File: config.mk
export PLATFORM = sky130hd
export DESIGN_NAME = hsv_to_rgb_color_convert_top
export DESIGN_NICKNAME = d
export VERILOG_FILES = /design/src/rtl/h2r_pkg.sv /design/src/rtl/h2r_sector.sv /design/src/rtl/h2r_term.sv /design/src/rtl/hsv_to_rgb_color_convert_top.sv
export SDC_FILE = /design/constraint.sdc
export NUM_CORES = 2
export LEC_CHECK = 0
export BUFFER_PORTS_ARGS = -buffer_cell sky130_fd_sc_hd__buf_2
export CELL_PAD_IN_SITES_DETAIL_PLACEMENT = 1
export CELL_PAD_IN_SITES_GLOBAL_PLACEMENT = 1
export CORE_UTILIZATION = 50
export DETAILED_ROUTE_END_ITERATION = 10
export PLACE_DENSITY = 0.84
export SLEW_MARGIN = 20
export SYNTH_ARGS = -nofsm -noshare
export SYNTH_HDL_FRONTEND = slang
export SYNTH_SLANG_ARGS = --single-unit
File: constraint.sdc
create_clock -name clock -period 16.9 [get_ports clock]
set_input_delay 0.845 -clock clock [delete_from_list [all_inputs] [get_ports clock]]
set_output_delay 0.845 -clock clock [all_outputs]
set_load 0.01 [all_outputs]
File: src/rtl/h2r_pkg.sv
`default_nettype none
// ----------------------------------------------------------------------------
// HSV to RGB conversion package
// Shared constants, the hue sector code and the stage load group of the
// conversion pipeline.
// ----------------------------------------------------------------------------
package h2r_pkg;

   // Hue field: 1/16 degree units, 960 per sector (960 = 64 * 15)
   localparam int HUE_W        = 13;
   localparam int FRAC_W       = 10;
   localparam int SECTOR_STEP  = 960;
   localparam int SECTOR_COUNT = 6;
   localparam int HUE_LO_W     = 6;
   localparam int HUE_HI_W     = HUE_W - HUE_LO_W;
   localparam int SUB_STEP     = SECTOR_STEP / (1 << HUE_LO_W);
   localparam int QUOT_MAX     = ((1 << HUE_W) - 1) / SECTOR_STEP;
   localparam int QUOT_W       = 4;
   localparam int SECTOR_W     = 3;

   // Exact divide by 15 for operands below 2^20: x * ceil(2^24 / 15) >> 24
   localparam int RECIP_SHIFT  = 24;
   localparam int RECIP_W      = 21;
   localparam int RECIP_MULT   = ((1 << RECIP_SHIFT) + SUB_STEP - 1) / SUB_STEP;

   // Register stages from the input side to the output register
   localparam int PIPE_DEPTH   = 9;

   // Hue sector, named after the hue span it covers
   typedef enum logic [SECTOR_W-1:0] {
      SEC_RED_YEL = 3'd0,
      SEC_YEL_GRN = 3'd1,
      SEC_GRN_CYN = 3'd2,
      SEC_CYN_BLU = 3'd3,
      SEC_BLU_MAG = 3'd4,
      SEC_MAG_RED = 3'd5
   } sector_type;

   // Load enables of the term pipeline, one per stage
   typedef struct packed {
      logic s2;
      logic s3;
      logic s4;
      logic s5;
      logic s6;
      logic s7;
      logic s8;
   } term_load_type;

   // Whole sectors in hue, from the hue bits above the low six (hue / 960)
   function automatic logic [QUOT_W-1:0] hue_quot(input logic [HUE_HI_W-1:0] hue_hi);
      logic [QUOT_W-1:0] quot;
      quot = '0;
      for (int i = 1; i <= QUOT_MAX; i++) begin
         if (hue_hi >= HUE_HI_W'(SUB_STEP * i)) begin
            quot = quot + QUOT_W'(1);
         end
      end
      return quot;
   endfunction

endpackage
`default_nettype wire

File: src/rtl/h2r_sector.sv
`default_nettype none
// ----------------------------------------------------------------------------
// Hue sector decode
// Splits the hue into a sector (hue / 960 modulo 6) and the remainder
// within the sector, registered as the first pipeline stage.
// ----------------------------------------------------------------------------
module h2r_sector (
   input  logic                         clock,
   input  logic                         load,
   input  logic [h2r_pkg::HUE_W-1:0]    hue,
   output h2r_pkg::sector_type          sector,
   output logic [h2r_pkg::FRAC_W-1:0]   rem
);
   import h2r_pkg::*;

   logic [QUOT_W-1:0] quot;
   logic [QUOT_W-1:0] wrap;
   logic [HUE_W-1:0]  base;
   sector_type        sector_in;
   sector_type        sector_ff;
   logic [FRAC_W-1:0] rem_in;
   logic [FRAC_W-1:0] rem_ff;

   // Split hue into whole sectors and remainder
   always_comb begin
      quot      = hue_quot(hue[HUE_W-1:HUE_LO_W]);
      wrap      = (quot >= QUOT_W'(SECTOR_COUNT)) ? quot - QUOT_W'(SECTOR_COUNT) : quot;
      base      = HUE_W'(quot) * HUE_W'(SECTOR_STEP);
      rem_in    = FRAC_W'(hue - base);
      sector_in = sector_type'(wrap[SECTOR_W-1:0]);
   end

   // Hold while the stage is stalled
   always_ff @(posedge clock) begin
      if (load) begin
         sector_ff <= sector_in;
         rem_ff    <= rem_in;
      end
   end

   assign sector = sector_ff;
   assign rem    = rem_ff;

endmodule
`default_nettype wire

File: src/rtl/h2r_term.sv
`default_nettype none
// ----------------------------------------------------------------------------
// HSV term pipeline
// Computes floor(v * (M*960 - s*f) / (M*960)) as v - ceil(v*s*f / (M*960)),
// with the ceiling division done as ceil by 64, by M, then by 15.
// ----------------------------------------------------------------------------
module h2r_term #(
   parameter int CHANNEL_BITS = 8
) (
   input  logic                         clock,
   input  h2r_pkg::term_load_type       load,
   input  logic [CHANNEL_BITS-1:0]      sat,
   input  logic [CHANNEL_BITS-1:0]      val,
   input  logic [h2r_pkg::FRAC_W-1:0]   frac,
   output logic [CHANNEL_BITS-1:0]      term
);
   import h2r_pkg::*;

   localparam int K       = CHANNEL_BITS;
   localparam int M_INT   = (1 << K) - 1;
   localparam int VS_W    = 2 * K;
   localparam int X_W     = VS_W + FRAC_W;
   localparam int Y_W     = VS_W + 5;
   localparam int HI_W    = Y_W - K;
   localparam int R_W     = K + 6;
   localparam int R2_W    = K + 7;
   localparam int HH_W    = K + 6;
   localparam int U_W     = K + 4;
   localparam int UP_W    = K + 5;
   localparam int PROD_W  = UP_W + RECIP_W;

   // Stage 2: v*s
   logic [VS_W-1:0]   vs_ff;
   logic [FRAC_W-1:0] frac_ff;
   logic [K-1:0]      v2_ff;
   // Stage 3: v*s*f
   logic [X_W-1:0]    x_in;
   logic [X_W-1:0]    x_ff;
   logic [K-1:0]      v3_ff;
   // Stage 4: ceil by 64, first fold by M
   logic [X_W:0]      x_up;
   logic [Y_W-1:0]    y_div;
   logic [Y_W-1:0]    y_bias;
   logic [HI_W-1:0]   hi_in;
   logic [R_W-1:0]    r_in;
   logic [HI_W-1:0]   hi_ff;
   logic [R_W-1:0]    r_ff;
   logic [K-1:0]      v4_ff;
   // Stage 5: second fold by M
   logic [R_W-K-1:0]  h2;
   logic [R2_W-1:0]   r2_in;
   logic [HH_W-1:0]   hh_in;
   logic [R2_W-1:0]   r2_ff;
   logic [HH_W-1:0]   hh_ff;
   logic [K-1:0]      v5_ff;
   // Stage 6: final correction of the quotient by M
   logic [1:0]        corr;
   logic [U_W-1:0]    u_in;
   logic [U_W-1:0]    u_ff;
   logic [K-1:0]      v6_ff;
   // Stage 7: reciprocal product for ceil by 15
   logic [UP_W-1:0]   u_bias;
   logic [PROD_W-1:0] prod_in;
   logic [PROD_W-1:0] prod_ff;
   logic [K-1:0]      v7_ff;
   // Stage 8: term
   logic [K-1:0]      cq;
   logic [K-1:0]      term_in;
   logic [K-1:0]      term_ff;

   // Fold arithmetic: y = hi*(M+1) + lo = hi*M + (hi + lo)
   always_comb begin
      x_in    = X_W'(vs_ff) * X_W'(frac_ff);

      x_up    = (X_W+1)'(x_ff) + (X_W+1)'((1 << HUE_LO_W) - 1);
      y_div   = Y_W'(x_up >> HUE_LO_W);
      y_bias  = y_div + Y_W'(M_INT - 1);
      hi_in   = y_bias[Y_W-1:K];
      r_in    = R_W'(hi_in) + R_W'(y_bias[K-1:0]);

      h2      = r_ff[R_W-1:K];
      r2_in   = R2_W'(h2) + R2_W'(r_ff[K-1:0]);
      hh_in   = HH_W'(hi_ff) + HH_W'(h2);

      corr    = 2'(r2_ff >= R2_W'(M_INT)) + 2'(r2_ff >= R2_W'(2 * M_INT))
              + 2'(r2_ff >= R2_W'(3 * M_INT));
      u_in    = U_W'(hh_ff + HH_W'(corr));

      u_bias  = UP_W'(u_ff) + UP_W'(SUB_STEP - 1);
      prod_in = PROD_W'(u_bias) * PROD_W'(RECIP_MULT);

      cq      = prod_ff[RECIP_SHIFT +: K];
      term_in = v7_ff - cq;
   end

   // Advance each stage on its own load enable
   always_ff @(posedge clock) begin
      if (load.s2) begin
         vs_ff   <= VS_W'(sat) * VS_W'(val);
         frac_ff <= frac;
         v2_ff   <= val;
      end
      if (load.s3) begin
         x_ff  <= x_in;
         v3_ff <= v2_ff;
      end
      if (load.s4) begin
         hi_ff <= hi_in;
         r_ff  <= r_in;
         v4_ff <= v3_ff;
      end
      if (load.s5) begin
         r2_ff <= r2_in;
         hh_ff <= hh_in;
         v5_ff <= v4_ff;
      end
      if (load.s6) begin
         u_ff  <= u_in;
         v6_ff <= v5_ff;
      end
      if (load.s7) begin
         prod_ff <= prod_in;
         v7_ff   <= v6_ff;
      end
      if (load.s8) begin
         term_ff <= term_in;
      end
   end

   assign term = term_ff;

endmodule
`default_nettype wire

File: src/rtl/hsv_to_rgb_color_convert_top.sv
`default_nettype none
// Throughput: one item per cycle unless a stalled result holds every stage back to
// stage 1; nine register stages, each with its own valid bit.
// A stalled result holds only the stages behind it that are full; empty stages fill.
// Reset clears the stage valid bits; the data registers are not reset.
// ----------------------------------------------------------------------------
// HSV to RGB color conversion, top level
// Sector decode, three term pipelines (p, q, t), sector select and output
// register, with per-stage valid and ready.
// ----------------------------------------------------------------------------
module hsv_to_rgb_color_convert_top #(
   parameter int CHANNEL_BITS = 8
) (
   input  logic clock,
   input  logic reset,
   input  logic req_tvalid,
   output logic req_tready,
   // hue, saturation, brightness, opacity (from bit 0 up), zero padded
   input  logic [((h2r_pkg::HUE_W + 3*CHANNEL_BITS + 7) / 8) * 8 - 1:0] req_tdata,
   output logic rsp_tvalid,
   input  logic rsp_tready,
   // red, green, blue, alpha_out (from bit 0 up), zero padded
   output logic [((4*CHANNEL_BITS + 7) / 8) * 8 - 1:0] rsp_tdata
);
   import h2r_pkg::*;

   localparam int K       = CHANNEL_BITS;
   localparam int SAT_LSB = HUE_W;
   localparam int VAL_LSB = HUE_W + K;
   localparam int ALP_LSB = HUE_W + 2 * K;
   localparam int RSP_W   = ((4 * K + 7) / 8) * 8;
   localparam int LAST    = PIPE_DEPTH - 1;

   logic [PIPE_DEPTH:1]   vld_ff;
   logic [PIPE_DEPTH:1]   vld_in;
   logic [PIPE_DEPTH+1:1] ready;
   term_load_type         term_load;

   logic [K-1:0]          sat1_ff;
   logic [K-1:0]          val1_ff;
   logic [K-1:0]          alp1_ff;
   sector_type            sector1;
   logic [FRAC_W-1:0]     rem1;

   sector_type            sec_ff [LAST:2];
   logic [K-1:0]          vch_ff [LAST:2];
   logic [K-1:0]          alp_ff [LAST:2];

   logic [FRAC_W-1:0]     frac_q;
   logic [FRAC_W-1:0]     frac_t;
   logic [K-1:0]          term_p;
   logic [K-1:0]          term_q;
   logic [K-1:0]          term_t;

   logic [K-1:0]          red_in;
   logic [K-1:0]          green_in;
   logic [K-1:0]          blue_in;
   logic [4*K-1:0]        out_ff;

   // A stage may load when it is empty or the stage after it moves
   always_comb begin
      ready[PIPE_DEPTH+1] = rsp_tready;
      for (int i = PIPE_DEPTH; i >= 1; i--) begin
         ready[i] = !vld_ff[i] || ready[i+1];
      end
      for (int i = 1; i <= PIPE_DEPTH; i++) begin
         if (!ready[i]) begin
            vld_in[i] = vld_ff[i];
         end else if (i == 1) begin
            vld_in[i] = req_tvalid;
         end else begin
            vld_in[i] = vld_ff[i-1];
         end
      end
   end

   assign req_tready   = ready[1];
   assign term_load.s2 = ready[2];
   assign term_load.s3 = ready[3];
   assign term_load.s4 = ready[4];
   assign term_load.s5 = ready[5];
   assign term_load.s6 = ready[6];
   assign term_load.s7 = ready[7];
   assign term_load.s8 = ready[8];

   always_ff @(posedge clock) begin
      if (reset) begin
         vld_ff <= '0;
      end else begin
         vld_ff <= vld_in;
      end
   end

   // Stage 1: capture channels beside the sector decode
   always_ff @(posedge clock) begin
      if (ready[1]) begin
         sat1_ff <= req_tdata[SAT_LSB +: K];
         val1_ff <= req_tdata[VAL_LSB +: K];
         alp1_ff <= req_tdata[ALP_LSB +: K];
      end
   end

   h2r_sector u_sector (
      .clock  (clock),
      .load   (ready[1]),
      .hue    (req_tdata[HUE_W-1:0]),
      .sector (sector1),
      .rem    (rem1)
   );

   // Carry sector, value and alpha alongside the term pipelines
   always_ff @(posedge clock) begin
      if (ready[2]) begin
         sec_ff[2] <= sector1;
         vch_ff[2] <= val1_ff;
         alp_ff[2] <= alp1_ff;
      end
      for (int i = 3; i <= LAST; i++) begin
         if (ready[i]) begin
            sec_ff[i] <= sec_ff[i-1];
            vch_ff[i] <= vch_ff[i-1];
            alp_ff[i] <= alp_ff[i-1];
         end
      end
   end

   // p uses the whole sector width, q the remainder, t its complement
   assign frac_q = rem1;
   assign frac_t = FRAC_W'(SECTOR_STEP) - rem1;

   h2r_term #(.CHANNEL_BITS(CHANNEL_BITS)) u_term_p (
      .clock (clock),
      .load  (term_load),
      .sat   (sat1_ff),
      .val   (val1_ff),
      .frac  (FRAC_W'(SECTOR_STEP)),
      .term  (term_p)
   );

   h2r_term #(.CHANNEL_BITS(CHANNEL_BITS)) u_term_q (
      .clock (clock),
      .load  (term_load),
      .sat   (sat1_ff),
      .val   (val1_ff),
      .frac  (frac_q),
      .term  (term_q)
   );

   h2r_term #(.CHANNEL_BITS(CHANNEL_BITS)) u_term_t (
      .clock (clock),
      .load  (term_load),
      .sat   (sat1_ff),
      .val   (val1_ff),
      .frac  (frac_t),
      .term  (term_t)
   );

   // Order v, p, q, t by sector
   always_comb begin
      case (sec_ff[LAST])
         SEC_RED_YEL: begin
            red_in = vch_ff[LAST]; green_in = term_t;       blue_in = term_p;
         end
         SEC_YEL_GRN: begin
            red_in = term_q;       green_in = vch_ff[LAST]; blue_in = term_p;
         end
         SEC_GRN_CYN: begin
            red_in = term_p;       green_in = vch_ff[LAST]; blue_in = term_t;
         end
         SEC_CYN_BLU: begin
            red_in = term_p;       green_in = term_q;       blue_in = vch_ff[LAST];
         end
         SEC_BLU_MAG: begin
            red_in = term_t;       green_in = term_p;       blue_in = vch_ff[LAST];
         end
         default: begin
            red_in = vch_ff[LAST]; green_in = term_p;       blue_in = term_q;
         end
      endcase
   end

   // Output register: hold while the result is not taken
   always_ff @(posedge clock) begin
      if (ready[PIPE_DEPTH]) begin
         out_ff <= {alp_ff[LAST], blue_in, green_in, red_in};
      end
   end

   assign rsp_tvalid = vld_ff[PIPE_DEPTH];
   assign rsp_tdata  = RSP_W'(out_ff);

endmodule
`default_nettype wire

==> flow_summary_export.csv <==
group,metric,value,unit
logic_synthesis,synth_xor_area_share,6.76,%
clock_tree,postCtsHoldBufs,0,
finish,fillCellCount,8734,
detailed_routing,drt-wirelength-per-cell,21.2,µm
timing,setup-tns-final,0,ps
setup_path,crit_top_cell,"ha_1",
finish,drive_above_1_share,6.70,%
logic_synthesis,ys_ff_latch,542,
finish,post_layout_nonfiller_instances,4998,
detailed_routing,first_pass_iters,5,
floorplanning,die_h,293,µm
grt,grt_max_degree,76,
finish,synthToLayoutAreaGrowth,8.89,%
logic_synthesis,synth_top_family_by_area,"adder cells",
setup_path,cpMaxStageDelayCell,"mux2i_1",
grt,grt_pass1_vias,31800,
clock_tree,cts-buffers-inserted,58,
grt,grt_overflow,0,
logic_synthesis,synth_adder_area_share,30.3,%
timing,fin_skew,35.8,ps
timing,min_period_over_period,41.9,%
grt,grt_util_met3,2.35,%
finish,stdcell_area,46000,µm²
timing,fin_ws,9820,ps
logic_synthesis,synth_compound_area_share,7.48,%
worst_hold_path,hold_path_startpoint,"req_tdata[28]",
timing,timing.final.max_slew_violations,0,
clock_tree,post_cts_buffers,0,
grt,grt-busiest-layer,"met2",
grt,grt_util_met1,29.1,%
floorplanning,fp-row-count,106,
setup_path,reg2reg_depth,18,
worst_hold_path,hp-class,"input port to register",
logic_synthesis,yosysWarnings,0,
logic_synthesis,seq_area_frac_synth,38.3,%
detailed_routing,route.vias.total,27700,
placed_design,port_buffers,74,
grt,antenna_found_initial,0,
detailed_routing,dr.first_iter.drc_count,1239,
placed_design,routabilityCongestion,0.829,
setup_path,slowest_delay,380,ps
placed_design,preCtsSetupSlack,9240,ps
finish,final_nets,4674,
floorplanning,die_x,293,µm
detailed_routing,viasPerCell,5.55,
timing,hold_violations,0,
flow_run,cap_violations,0,
setup_path,end_kind,"register",
logic_synthesis,synth_flop_cell,"edfxtp_1",
setup_path,r2r_start,"u_term_t.frac_ff[3]$_DFFE_PP_",
clock_tree,clkTransAtPathRegs,60,ps
timing,fin_crit,7080,ps
timing,worst_pin_slew,1080,ps
floorplanning,core_area,83700,µm²
logic_synthesis,async_flop_share,0,%
finish,layout_common_cells,"inv_1, edfxtp_1, ha_1",
timing,final-setup-viol-count,0,
setup_path,crit_type,"input port to register",
timing,max_slew_margin,27.8,%
finish,layout_commonest_cell,"inv_1",
timing,rsz0062_at_grt,"no",
clock_tree,post_cts_resized,0,
detailed_routing,drc,0,
worst_hold_path,whs_path_depth,1,
clock_tree,cts.sinks,542,
clock_tree,clockBufferDepth,3,
detailed_routing,postRouteAntennaNets,0,
logic_synthesis,synth-simple-area-share,10.4,%
grt,grtUsageMet2,48.3,%
worst_hold_path,min_to,"val1_ff[7]$_DFFE_PP_",
clock_tree,cts_htree_levels,2,
logic_synthesis,ys_types,78,
logic_synthesis,netlist_area,42200,µm²
setup_path,cp_data_arrival_time,7470,ps
floorplanning,io_pins,78,
timing,max_clock_freq,0.141,GHz
logic_synthesis,synth_edf_count,533,
grt,groute.usage.overall,25.3,%
clock_tree,clk_latency,660,ps
setup_path,crit_fanout,19,
clock_tree,cts_tree,"yes",
setup_path,cp-start-kind,"input port",
setup_path,worstReg2RegEnd,"u_term_t.x_ff[24]$_DFFE_PP_",
placed_design,dpl.hpwl,76.9,mm
setup_path,worstPathRequired,17290,ps
placed_design,place_area,44000,µm²
logic_synthesis,postSynthAreaPerCell,11.4,µm²
grt,grt_pass1_wl,171,mm
setup_path,r2r_setup_slack,10510,ps
logic_synthesis,syn_inst,3717,
logic_synthesis,synthMuxAreaShare,1.14,%
floorplanning,initial_core_util,50.5,%
placed_design,dp.cells,4888,
clock_tree,cts_root_buffer,"clkbuf_16",
detailed_routing,routed_wl,106,mm
floorplanning,dieArea,85600,µm²
status,status,"finished clean",
==> sequential cells by signal (all words and copies together), names as in the netlist, 14 cells and up <==
| name | flops |
|---|---|
| alp_ff | 56 |
| rsp_tdata | 32 |
| sec_ff | 21 |
| u_term_p.r_ff | 14 |
| u_term_p.vs_ff | 16 |
| u_term_p.x_ff | 20 |
| u_term_q.r_ff | 14 |
| u_term_q.x_ff | 25 |
| u_term_t.r_ff | 14 |
| u_term_t.x_ff | 26 |
| vch_ff | 24 |
==> worst max-delay path: cells and delay by family <==
family          cells  cell delay [ps]
fa+ha+maj           8             2370
simple gates        5              920
xor+xnor            2              520
mux                 3              750
buf+inv             4              450
compound gates      8             1610
==> layout make-up <==
type	instances	area (µm²)	share of cell area, %
diodes	1	2.50	0.00544
clock buffers	66	1490	3.24
clock inverters	43	488	1.06
inverters	569	2140	4.65
multi-input cells	2542	23700	51.5
flip-flops and latches	542	16200	35.2
well taps	1134	1420	3.08
repair buffers	101	573	1.25
==> how the worst max path moves through the flow <==
stage / depth (start not counted) / from / slack [ps] / to
finish: 30 / req_tdata[12] / 9820 / u_sector.rem[9]$_DFFE_PP_
global route: 30 / req_tdata[12] / 9480 / u_sector.rem[9]$_DFFE_PP_
CTS: 30 / req_tdata[12] / 9900 / u_sector.rem[9]$_DFFE_PP_
detailed placement: 30 / req_tdata[12] / 9240 / u_sector.rem[9]$_DFFE_PP_
global placement: 30 / req_tdata[12] / 9370 / u_sector.rem[9]$_DFFE_PP_
floorplan: 31 / req_tdata[12] / 9760 / u_sector.rem[9]$_DFFE_PP_
==> per-stage QoR <==
step	hold slack, ps	util [%]
after floorplan	400	-
after global placement	401	52.6
after detailed placement	406	52.6
after CTS	339	55.0
after global routing	355	55.0
final	376	55.0
==> cell usage after synthesis (6+ instances only) <==
library cell	number	area, µm²
and4_1	8	70.1
a31oi_1	14	87.6
nand3b_1	6	45.0
o22ai_1	16	100
nor2_1	109	409
and3_1	36	225
nor3b_1	7	52.6
a211o_1	6	52.6
a41oi_1	8	70.1
clkbuf_1	58	218
nor2b_1	36	225
xnor2_1	205	1800
o21ai_0	84	420
and2_1	198	1240
o21a_1	12	90.1
o2111ai_1	6	52.6
o21bai_1	30	225
nand3_1	58	290
nor3_1	17	85.1
a21o_1	67	503
nor4_1	6	37.5
a211oi_1	20	150
a21boi_0	12	90.1
or3_1	6	37.5
o211ai_1	7	52.6
inv_1	569	2140
edfxtp_1	533	16000
dfxtp_1	9	180
mux2_2	24	270
a21oi_1	144	721
fa_1	343	6870
nand2_1	323	1210
mux2i_1	21	210
xor2_1	107	937
nand4_1	24	150
or2_2	11	68.8
ha_1	473	5920
nand2b_1	20	125
==> layer usage <==
layer  routed length [µm]  vias to the layer above  share of wire (%)
li1                     -                    12800                  -
met1                41700                    14200                 39
met2                57400                      553                 54
met3                 2960                      225                2.8
met4                 3700                        0                3.5
met5                    0                        -                  0
==> cell families after synthesis <==
group | after synthesis
and+or+nand+nor | 877
other | 1
muxes | 45
adders and majority gates | 816
buffers and inverters | 635
xor gates and xnor gates | 318
AOI/OAI and AO/OA | 483
DFF | 542
Power is not shown: default switching activity piles up to over one toggle a cycle in this logic, so the estimate is an artifact.
